### src/rtl/b2d_pkg.sv
// shared constants, types and helpers for the binary to decimal digit converter
// no dependencies; imported by every module of the block
`default_nettype none

package b2d_pkg;

    localparam int VALUE_BITS_DEF = 32;
    localparam int MAX_DIGITS_DEF = 10;
    localparam int DIGIT_BITS     = 4;
    localparam int QUEUE_DEPTH    = 2;

    // status of the request queue as seen by the back end
    typedef struct packed {
        logic valid;
        logic is_zero;
    } b2d_qstat_t;

    // add-3 correction of one bcd digit before the doubling shift
    function automatic logic [DIGIT_BITS-1:0] dabble_adjust(input logic [DIGIT_BITS-1:0] d);
        logic [DIGIT_BITS-1:0] r;
        r = (d >= DIGIT_BITS'(5)) ? d + DIGIT_BITS'(3) : d;
        return r;
    endfunction

endpackage

`default_nettype wire

### src/rtl/b2d_front.sv
// front end: accepts requests, flags zero values, holds them in a short queue
// depends on b2d_pkg
`default_nettype none

module b2d_front
    import b2d_pkg::*;
#(
    parameter int VALUE_BITS = VALUE_BITS_DEF
) (
    input  wire logic                  clk,
    input  wire logic                  rst_n,
    input  wire logic                  start,
    input  wire logic [VALUE_BITS-1:0] value,
    output logic                       busy,
    input  wire logic                  q_pop,
    output b2d_qstat_t                 q_stat,
    output logic [VALUE_BITS-1:0]      q_value
);

    localparam int PTR_W = (QUEUE_DEPTH > 1) ? $clog2(QUEUE_DEPTH) : 1;
    localparam int CNT_W = $clog2(QUEUE_DEPTH + 1);

    logic [VALUE_BITS-1:0] value_mem [QUEUE_DEPTH];
    logic                  zero_mem  [QUEUE_DEPTH];

    logic [PTR_W-1:0] wr_ptr_reg, wr_ptr_next;
    logic [PTR_W-1:0] rd_ptr_reg, rd_ptr_next;
    logic [CNT_W-1:0] count_reg, count_next;
    logic             push;
    logic             pop;

    assign busy = (count_reg == CNT_W'(QUEUE_DEPTH));
    assign push = start && !busy;
    assign pop  = q_pop && (count_reg != '0);

    assign q_stat.valid   = (count_reg != '0);
    assign q_stat.is_zero = zero_mem[rd_ptr_reg];
    assign q_value        = value_mem[rd_ptr_reg];

    always_comb
    begin
        wr_ptr_next = wr_ptr_reg;
        rd_ptr_next = rd_ptr_reg;
        count_next  = count_reg;
        if (push)
        begin
            wr_ptr_next = (wr_ptr_reg == PTR_W'(QUEUE_DEPTH - 1)) ? '0 : wr_ptr_reg + 1'b1;
        end
        if (pop)
        begin
            rd_ptr_next = (rd_ptr_reg == PTR_W'(QUEUE_DEPTH - 1)) ? '0 : rd_ptr_reg + 1'b1;
        end
        if (push && !pop)
        begin
            count_next = count_reg + 1'b1;
        end
        else if (pop && !push)
        begin
            count_next = count_reg - 1'b1;
        end
    end

    always_ff @(posedge clk or negedge rst_n)
    begin
        if (!rst_n)
        begin
            wr_ptr_reg <= '0;
            rd_ptr_reg <= '0;
            count_reg  <= '0;
        end
        else
        begin
            wr_ptr_reg <= wr_ptr_next;
            rd_ptr_reg <= rd_ptr_next;
            count_reg  <= count_next;
        end
    end

    // queue payload, no reset
    always_ff @(posedge clk)
    begin
        if (push)
        begin
            value_mem[wr_ptr_reg] <= value;
            zero_mem[wr_ptr_reg]  <= (value == '0);
        end
    end

endmodule

`default_nettype wire

### src/rtl/b2d_back.sv
// back end: shift-add-3 conversion to bcd, then digit emission msd first
// depends on b2d_pkg; fed by b2d_front
`default_nettype none

module b2d_back
    import b2d_pkg::*;
#(
    parameter int VALUE_BITS = VALUE_BITS_DEF,
    parameter int MAX_DIGITS = MAX_DIGITS_DEF
) (
    input  wire logic                  clk,
    input  wire logic                  rst_n,
    input  wire b2d_qstat_t            q_stat,
    input  wire logic [VALUE_BITS-1:0] q_value,
    output logic                       q_pop,
    output logic                       valid,
    output logic [DIGIT_BITS-1:0]      digit,
    output logic                       last
);

    localparam int BCD_BITS  = MAX_DIGITS * DIGIT_BITS;
    localparam int BIT_CNT_W = $clog2(VALUE_BITS);
    localparam int DIG_CNT_W = $clog2(MAX_DIGITS);

    typedef enum logic [1:0] {
        ST_IDLE,
        ST_CONV,
        ST_EMIT
    } state_t;

    state_t                  state_reg;
    logic [VALUE_BITS-1:0]   work_reg;
    logic [BCD_BITS-1:0]     bcd_reg;
    logic [BCD_BITS-1:0]     bcd_adj;
    logic                    ovf_reg;
    logic                    lead_reg;
    logic [BIT_CNT_W-1:0]    bit_cnt_reg;
    logic [DIG_CNT_W-1:0]    left_reg;
    logic [DIGIT_BITS-1:0]   top_digit;
    logic                    skip_zero;
    logic                    valid_reg;
    logic [DIGIT_BITS-1:0]   digit_reg;
    logic                    last_reg;

    always_comb
    begin
        for (int k = 0; k < MAX_DIGITS; k++)
        begin
            bcd_adj[k*DIGIT_BITS +: DIGIT_BITS] = dabble_adjust(bcd_reg[k*DIGIT_BITS +: DIGIT_BITS]);
        end
    end

    assign top_digit = bcd_reg[BCD_BITS-1 -: DIGIT_BITS];
    // drop leading zeros unless digits overflowed the store or only one remains
    assign skip_zero = lead_reg && !ovf_reg && (top_digit == '0) && (left_reg != '0);
    assign q_pop     = (state_reg == ST_IDLE) && q_stat.valid;

    assign valid = valid_reg;
    assign digit = digit_reg;
    assign last  = last_reg;

    always_ff @(posedge clk or negedge rst_n)
    begin
        if (!rst_n)
        begin
            state_reg   <= ST_IDLE;
            work_reg    <= '0;
            bcd_reg     <= '0;
            ovf_reg     <= 1'b0;
            lead_reg    <= 1'b0;
            bit_cnt_reg <= '0;
            left_reg    <= '0;
            valid_reg   <= 1'b0;
            digit_reg   <= '0;
            last_reg    <= 1'b0;
        end
        else
        begin
            valid_reg <= 1'b0;
            last_reg  <= 1'b0;
            unique case (state_reg)
                ST_IDLE:
                begin
                    if (q_stat.valid)
                    begin
                        work_reg    <= q_value;
                        bcd_reg     <= '0;
                        ovf_reg     <= 1'b0;
                        lead_reg    <= 1'b1;
                        bit_cnt_reg <= BIT_CNT_W'(VALUE_BITS - 1);
                        left_reg    <= DIG_CNT_W'(MAX_DIGITS - 1);
                        state_reg   <= q_stat.is_zero ? ST_EMIT : ST_CONV;
                    end
                end
                ST_CONV:
                begin
                    bcd_reg  <= {bcd_adj[BCD_BITS-2:0], work_reg[VALUE_BITS-1]};
                    ovf_reg  <= ovf_reg | bcd_adj[BCD_BITS-1];
                    work_reg <= {work_reg[VALUE_BITS-2:0], 1'b0};
                    if (bit_cnt_reg == '0)
                    begin
                        state_reg <= ST_EMIT;
                    end
                    else
                    begin
                        bit_cnt_reg <= bit_cnt_reg - 1'b1;
                    end
                end
                ST_EMIT:
                begin
                    bcd_reg <= {bcd_reg[BCD_BITS-DIGIT_BITS-1:0], {DIGIT_BITS{1'b0}}};
                    if (!skip_zero)
                    begin
                        lead_reg  <= 1'b0;
                        valid_reg <= 1'b1;
                        digit_reg <= top_digit;
                        last_reg  <= (left_reg == '0);
                    end
                    if (left_reg == '0)
                    begin
                        state_reg <= ST_IDLE;
                    end
                    else
                    begin
                        left_reg <= left_reg - 1'b1;
                    end
                end
                default:
                begin
                    state_reg <= ST_IDLE;
                end
            endcase
        end
    end

endmodule

`default_nettype wire

### src/rtl/binary_to_decimal_digits.sv
// top level of the binary to decimal digit converter
// depends on b2d_pkg, b2d_front and b2d_back
`default_nettype none

// Converts an unsigned binary value into its decimal digits, most significant
// digit first, one digit per valid strobe; the final (least significant) digit
// of a run carries last. Leading zeros are not sent; a value of zero gives the
// single digit 0 with last set. If a value has more than MAX_DIGITS digits,
// only the MAX_DIGITS least significant digits are sent, zeros included.
// A request is taken on a rising edge with start high and busy low; a two-entry
// queue holds requests, so busy rises only when two are waiting behind the one
// in conversion. Digits of a run come on consecutive cycles and cannot be held
// off by the receiver. Each request occupies the back end for a load step, then
// one shift-add-3 step per input bit, then one step per digit position as the
// bcd register is shifted out (leading zeros are dropped in those steps).
// A zero value skips the conversion steps. The shift-add-3 loop over the input
// bits is what sets the rate.

module binary_to_decimal_digits
    import b2d_pkg::*;
#(
    parameter int VALUE_BITS = VALUE_BITS_DEF,
    parameter int MAX_DIGITS = MAX_DIGITS_DEF
) (
    input  wire logic                  clk,
    input  wire logic                  rst_n,
    input  wire logic                  start,
    output logic                       busy,
    input  wire logic [VALUE_BITS-1:0] value,
    output logic                       valid,
    output logic [DIGIT_BITS-1:0]      digit,
    output logic                       last
);

    b2d_qstat_t            q_stat;
    logic [VALUE_BITS-1:0] q_value;
    logic                  q_pop;

    // request queue and zero detect
    b2d_front #(
        .VALUE_BITS (VALUE_BITS)
    ) u_front (
        .clk     (clk),
        .rst_n   (rst_n),
        .start   (start),
        .value   (value),
        .busy    (busy),
        .q_pop   (q_pop),
        .q_stat  (q_stat),
        .q_value (q_value)
    );

    // conversion and digit output
    b2d_back #(
        .VALUE_BITS (VALUE_BITS),
        .MAX_DIGITS (MAX_DIGITS)
    ) u_back (
        .clk     (clk),
        .rst_n   (rst_n),
        .q_stat  (q_stat),
        .q_value (q_value),
        .q_pop   (q_pop),
        .valid   (valid),
        .digit   (digit),
        .last    (last)
    );

endmodule

`default_nettype wire

### config.mk
export PLATFORM = sky130hd
export DESIGN_NAME = binary_to_decimal_digits
export DESIGN_NICKNAME = d
export VERILOG_FILES = /design/src/rtl/b2d_pkg.sv /design/src/rtl/b2d_front.sv /design/src/rtl/b2d_back.sv /design/src/rtl/binary_to_decimal_digits.sv
export SDC_FILE = /design/constraint.sdc
export NUM_CORES = 1
export LEC_CHECK = 0
export BUFFER_PORTS_ARGS = -buffer_cell sky130_fd_sc_hd__clkbuf_2
export CORE_MARGIN = 2
export CORE_UTILIZATION = 40
export DETAILED_ROUTE_END_ITERATION = 10
export MAX_ROUTING_LAYER = met4
export PLACE_DENSITY = 0.56
export SLEW_MARGIN = 20
export SYNTH_ARGS = -nofsm -noshare
export SYNTH_HDL_FRONTEND = slang
export SYNTH_SLANG_ARGS = --single-unit
### constraint.sdc
create_clock -name clk -period 4.14 [get_ports clk]
set_clock_uncertainty 0.15 [all_clocks]
set_input_delay 0.207 -clock clk [delete_from_list [all_inputs] [get_ports clk]]
set_output_delay 0.207 -clock clk [all_outputs]
set_load 0.1 [all_outputs]
==> impl_metrics.toml, run 1 <==
[cts]
root_buffer = "clkbuf_16"
clkSinkCount = 161
clock_path_buffers = 2
cts_tree = "done"
clkTransAtPathRegs_ps = 60
h-tree-depth = 4
post-cts-setup-buffers = 0
cts_resized = 0
cts_hold_buf = 34
clk_latency_ps = 430
cts_made_buffers = 17

[drt]
wire_per_inst_um = 15.6
drc = 0
drt-vias-per-instance = 5.38
ant_nets = 0
dr.pass1.iters = 4
wl_mm = 15.4
vias = 5297
drtIter0Drc = 365

[final_layout]
seqCellArea_sq_mm = 0.00436
instances_no_fill = 985
area_growth_pct = 17.6
n_fill_cell = 1699
nNetsFinal = 801
antenna_cells = 0
multiInputGateArea_sq_mm = 0.00289
drive_gt1_frac = 0.136
largest_reg_flops = 64

[die]
die_w_um = 141
start_util = 0.406
core_area_sq_mm = 0.0186
rows = 50
ios = 42
die_h_um = 141
die_area_sq_mm = 0.0200

[place]
place_hpwl_mm = 9.74
finalWeightedCongestion = 0.744
port_buffers = 41
dp_cells = 919
dpl_worst_slack_ps = 1490

[setup_path]
rr_worst_depth = 6
rrSetupSlack_ps = 1450
worstPathArrival_ps = 2820
cp.required_ps = 4270
r2r-start = "u_back.state_reg[0]"
crit_type = "reg -> reg"
crit_path_max_fanout = 36
crit_path_end = "u_back.work_reg[25]"
r2r_end = "u_back.work_reg[25]"
crit_start = "u_back.state_reg[0]"
worstSetupEndpointType = "register"
start_kind = "register"

[global_route]
grt_pass1_vias = 5368
grt-ovfl-total = 0
antenna_found_initial = 0
grt_max_degree = 70
grt_pass1_wl_mm = 26.4
globalRouteTotalUtil = 0.170

[yosys]
synth-compound-area-share = 0.151
synthSimpleGateAreaFrac = 0.100
synth-edff-count = 66
async_flop_share = 0.590
synth_fa_ha_area_frac = 0.0463
syn_area_per_cell_sq_um = 11.2
syn-cell-area_sq_mm = 0.00756
synth_flop_cell = "dfrtp_1"
seq_area_frac_synth = 0.577
ys_warn_count = 0
syn_inst = 673
synthXorXnorAreaFrac = 0.0185
syn_nets = 736
muxShareOfSynthArea = 0.0642
synth_top_family_by_area = "compound AO/OA/AOI/OAI gates"
ys_types = 46
synth_seq_cells = 161

[sta]
grt_setup_unrepaired = "no"
layout_setup_ws_ps = 1450
fmax_mhz = 372
setup_viol = 0
finalCritPeriodShare = 0.649
worst_slew_pin_slew_ps = 1040
hold_viol_final = 0
drv_slew = 0
period_needed_ps = 2690
whs_ps = 247
fin_setup_tns_ps = 0
max_slew_margin = 0.306

[status]
outcome = "completed"

[power]
p_per_area_mw_per_mm2 = 642
peakVddDrop_mv = 0.318
p_leak_nw = 3.62

[worst_hold_path]
worstHoldPathType = "in -> async"

[flow_run]
drv_cap = 0
[metrics by stage]
step | util | total power [mW] | cell area, sq um
final | 0.477 | 5.71 | 8890
after floorplan | - | 3.69 | 7560
after global routing | 0.477 | 6.10 | 8890
after detailed placement | 0.426 | 4.09 | 7930
after CTS | 0.477 | 5.77 | 8890
after global placement | 0.426 | 4.01 | 7930
[kinds of logic after synthesis]
logic type / after synthesis
compound gates: 196
xor+xnor: 16
fa+ha+maj: 28
buf+inv: 69
flops: 161
mux: 47
simple gates: 156
[layout by cell type, fill, tap and decap left out, types with 9 or more instances in the layout]
cell type	netlist	layout
clkbuf_2	2	40
inv_1	32	32
a32oi_1	9	9
xnor2_1	14	14
mux2i_1	35	35
buf_4	5	9
nand2b_1	12	12
clkbuf_16	0	17
nor2_1	42	41
a22oi_1	28	28
o21ai_1	25	23
nor4_1	18	18
a21oi_1	54	54
dlygate4sd3_1	0	34
nand2_1	55	55
ha_1	28	27
o21ai_0	64	64
dfrtp_1	95	94
edfxtp_1	66	66
nor3b_1	10	10
mux2_2	12	12
[routing by layer]
layer	up-vias	global-route usage	share of wire	wire length (um)
met4	0	0.0495	0.012	178
met5	-	-	0	0
met3	17	0.0398	0.030	458
met1	2622	0.216	0.46	7150
li1	2577	-	-	-
met2	81	0.275	0.49	7600
[how the worst min path moves through the flow]
| stage | cells past startpoint | to | slack, ps |
|---|---|---|---|
| 2_1_floorplan | 0 | u_back.bcd_reg[0] | -240 |
| 3_3_place_gp | 1 | u_back.valid | 170 |
| 3_5_place_dp | 1 | u_back.digit[0] | 190 |
| 4_1_cts | 2 | u_back.digit[2] | 270 |
| 5_1_grt | 2 | u_back.lead_reg | 330 |
| 6_report | 2 | u_back.bcd_reg[33] | 250 |
[cell usage after synthesis (3+ instances only)]
cell type	number	area share
a32oi_1	9	0.010
inv_1	32	0.016
nor3_1	4	0.0026
o21ai_0	64	0.042
mux2_2	12	0.018
nand3_1	3	0.0020
nand4_1	3	0.0025
buf_2	9	0.0060
a22o_1	4	0.0046
nor3b_1	10	0.0099
nand2_1	55	0.027
nor2_1	42	0.021
nor4_1	18	0.015
clkbuf_1	14	0.0070
dfrtp_1	95	0.31
a21oi_1	54	0.036
ha_1	28	0.046
xnor2_1	14	0.016
buf_4	5	0.0050
mux2i_1	35	0.046
a22oi_1	28	0.028
buf_6	5	0.0074
o21ai_1	25	0.017
nand2b_1	12	0.0099
edfxtp_1	66	0.26
[critical path, stage by stage (launching register included)]
cell and delay [ps]:
dfrtp_1 390, inv_1 110, ha_1 400, or3b_1 560, o21ai_4 320, buf_4 410
o21ai_0 190
[area by class of cell]
| type | instances | share of cell area |
|---|---|---|
| clock buffer | 18 | 0.0483 |
| timing repair buffer | 83 | 0.0684 |
| inverter | 32 | 0.0135 |
| clock inverter | 14 | 0.0212 |
| tap | 234 | 0.0329 |
| sequential | 161 | 0.490 |
| multi-input combinational | 443 | 0.325 |
[power breakdown]
group	internal, mW	switching (mW)	leakage [nW]
Combinational	0.589	1.13	1.49
Clock	0.971	0.689	0.297
Sequential	2.07	0.267	1.84
Total	3.63	2.08	3.62
Power figures use the tool's default switching activity.
==> run 2, diff against run 1 <==
--- a/config.mk
+++ b/config.mk
@@ -10,7 +10,7 @@
 export CORE_UTILIZATION = 40
 export DETAILED_ROUTE_END_ITERATION = 10
 export MAX_ROUTING_LAYER = met4
-export PLACE_DENSITY = 0.56
+export PLACE_DENSITY = 0.58
 export SLEW_MARGIN = 20
 export SYNTH_ARGS = -nofsm -noshare
 export SYNTH_HDL_FRONTEND = slang
==> constraint.sdc (replaced) <==
create_clock -name clk -period 2.4 [get_ports clk]
set_clock_uncertainty 0.15 [all_clocks]
set_input_delay 0.12 -clock clk [delete_from_list [all_inputs] [get_ports clk]]
set_output_delay 0.12 -clock clk [all_outputs]
set_load 0.1 [all_outputs]
==> run 2 against run 1 <==
Register-to-register slack worse by 1300 ps. Critical path depth increased by 1. Global-route usage down 0.54 points. Fmax is 21% higher. Worst setup slack worse by 1300 ps.
==> impl_metrics.toml, run 2 (synthesis gave the netlist of run 1 again) <==
[setup_path]
r2r-start = "u_back.state_reg[0]"
max_stage_delay_ps = 680
crit_type = "reg -> reg"
worstSetupEndpointType = "register"
start_kind = "register"
crit_path_max_fanout = 11
critPathTopFamily = "simple AND/OR/NAND/NOR gates"
crit_chain = "inv_1 -> ha_1 -> nor3b_1 -> buf_4 -> nor2_1 -> a32oi_1 -> nand2_1"
cp.required_ps = 2620
cp.depth = 7
worst_path_max_delay_cell = "nor2_1"
rr_worst_depth = 7
crit_start = "u_back.state_reg[0]"
worstPathArrival_ps = 2430
r2r_end = "u_back.bcd_reg[15]"
crit_path_end = "u_back.bcd_reg[15]"
path_buf_inv = 2
rrSetupSlack_ps = 190

[final_layout]
antenna_cells = 0
largest_reg_flops = 64
nNetsFinal = 812
mostFrequentLayoutCell = "dfrtp_1"
area_growth_pct = 19.7
drive_gt1_frac = 0.151
final_cell_mix = "dfrtp_1, edfxtp_1, o21ai_0, nand2_1, a21oi_1"
n_fill_cell = 1684
stdcell_area_sq_mm = 0.00905

[drt]
ant_nets = 0
dr.pass1.iters = 4
drc = 0
drtIter0Drc = 267
drt-vias-per-instance = 5.35
vias = 5333
wire_per_inst_um = 15.3
wl_mm = 15.3

[sta]
layout_setup_ws_ps = 187
setup_viol = 0
hold_viol_final = 0
grt_setup_unrepaired = "no"
period_needed_ps = 2210
max_slew_margin = 0.407
worst_slew_pin_slew_ps = 886
fmax_mhz = 452
drv_slew = 0
fin_setup_tns_ps = 0
finalCritPeriodShare = 0.922

[die]
die_area_sq_mm = 0.0200
core_area_sq_mm = 0.0186
die_h_um = 141
start_util = 0.406
ios = 42
die_w_um = 141
rows = 50

[cts]
clk_latency_ps = 430
clock_path_buffers = 2
clkSinkCount = 161
root_buffer = "clkbuf_16"
cts_made_buffers = 17
h-tree-depth = 4
clkTransAtPathRegs_ps = 70
cts_tree = "done"

[place]
port_buffers = 41
dpl_worst_slack_ps = 132
place_hpwl_mm = 9.70
dpl_cell_area_sq_mm = 0.00809
finalWeightedCongestion = 0.771

[power]
peakVddDrop_mv = 0.566
p_per_area_mw_per_mm2 = 1110
p_total_mw = 10.0
p_leak_nw = 3.70

[status]
outcome = "completed"

[global_route]
grt_max_degree = 48
grt-ovfl-total = 0
globalRouteTotalUtil = 0.165
grt_pass1_wl_mm = 25.7
grt_pass1_vias = 5250
antenna_found_initial = 0

[flow_run]
drv_cap = 0

[worst_hold_path]
worstHoldPathType = "in -> async"
-- run 2: cell types whose count changed in the layout (fill, tap and decap cells not counted), sizes merged --
cell    delta
buf       +11
clkbuf     -1
clkinv     +5
inv        -2
bufinv     -2
-- run 2: final cells by class --
type / instances / area, sq um / area share
Tap cell: 234 / 293 / 0.0324
Sequential cell: 161 / 4360 / 0.482
Clock buffer: 17 / 425 / 0.0470
Inverter: 32 / 120 / 0.0133
Timing Repair Buffer: 94 / 766 / 0.0846
Clock inverter: 15 / 190 / 0.0210
Multi-Input combinational cell: 443 / 2900 / 0.320
-- run 2: metrics by stage --
stage                     cells  hold slack, ps   util
after detailed placement    930            47.0  0.434
after global placement      930            42.9  0.434
after global routing        996             175  0.485
after floorplan             673            -326      -
final                       996             119  0.485
after CTS                   996             140  0.485
-- run 2: timing repair --
action / in CTS / in global routing
endpoints found under the hold margin: 112 / 0
resized for setup: 0 / 1
buffers inserted: 0 / 0
hold buffers: 34 / 0
endpoints found under the setup margin: 0 / 8
-- run 2: worst min-delay path by stage --
stage                     start            endpoint  slack, ps
after floorplan           rst_n   u_back.bcd_reg[0]       -330
after global placement    rst_n  u_back.bcd_reg[36]         40
after detailed placement  rst_n  u_back.bcd_reg[36]         50
after CTS                 rst_n  u_back.bcd_reg[36]        140
after global routing      rst_n  u_back.bcd_reg[36]        180
final                     rst_n  u_back.bcd_reg[36]        120
-- run 2: routing by layer --
layer  track usage  up-vias  routed length (um)
li1              -     2615                   -
met1         0.203     2627                7080
met2         0.272       74                7650
met3        0.0432       17                 387
met4        0.0421        0                 168
met5             -        -                   0
-- run 2: worst register-to-register path: stages (launching register included) --
cell     delay (ps)
dfrtp_1         360
inv_1            80
ha_1            260
nor3b_1         160
buf_4           150
nor2_1          680
a32oi_1         210
nand2_1         100
-- run 2: where the power goes --
part | total, mW | internal (mW) | switching, mW
sequential | 3.93 | 3.57 | 0.361
combinational | 3.30 | 1.26 | 2.04
clock | 2.78 | 1.50 | 1.27
total | 10.0 | 6.33 | 3.68
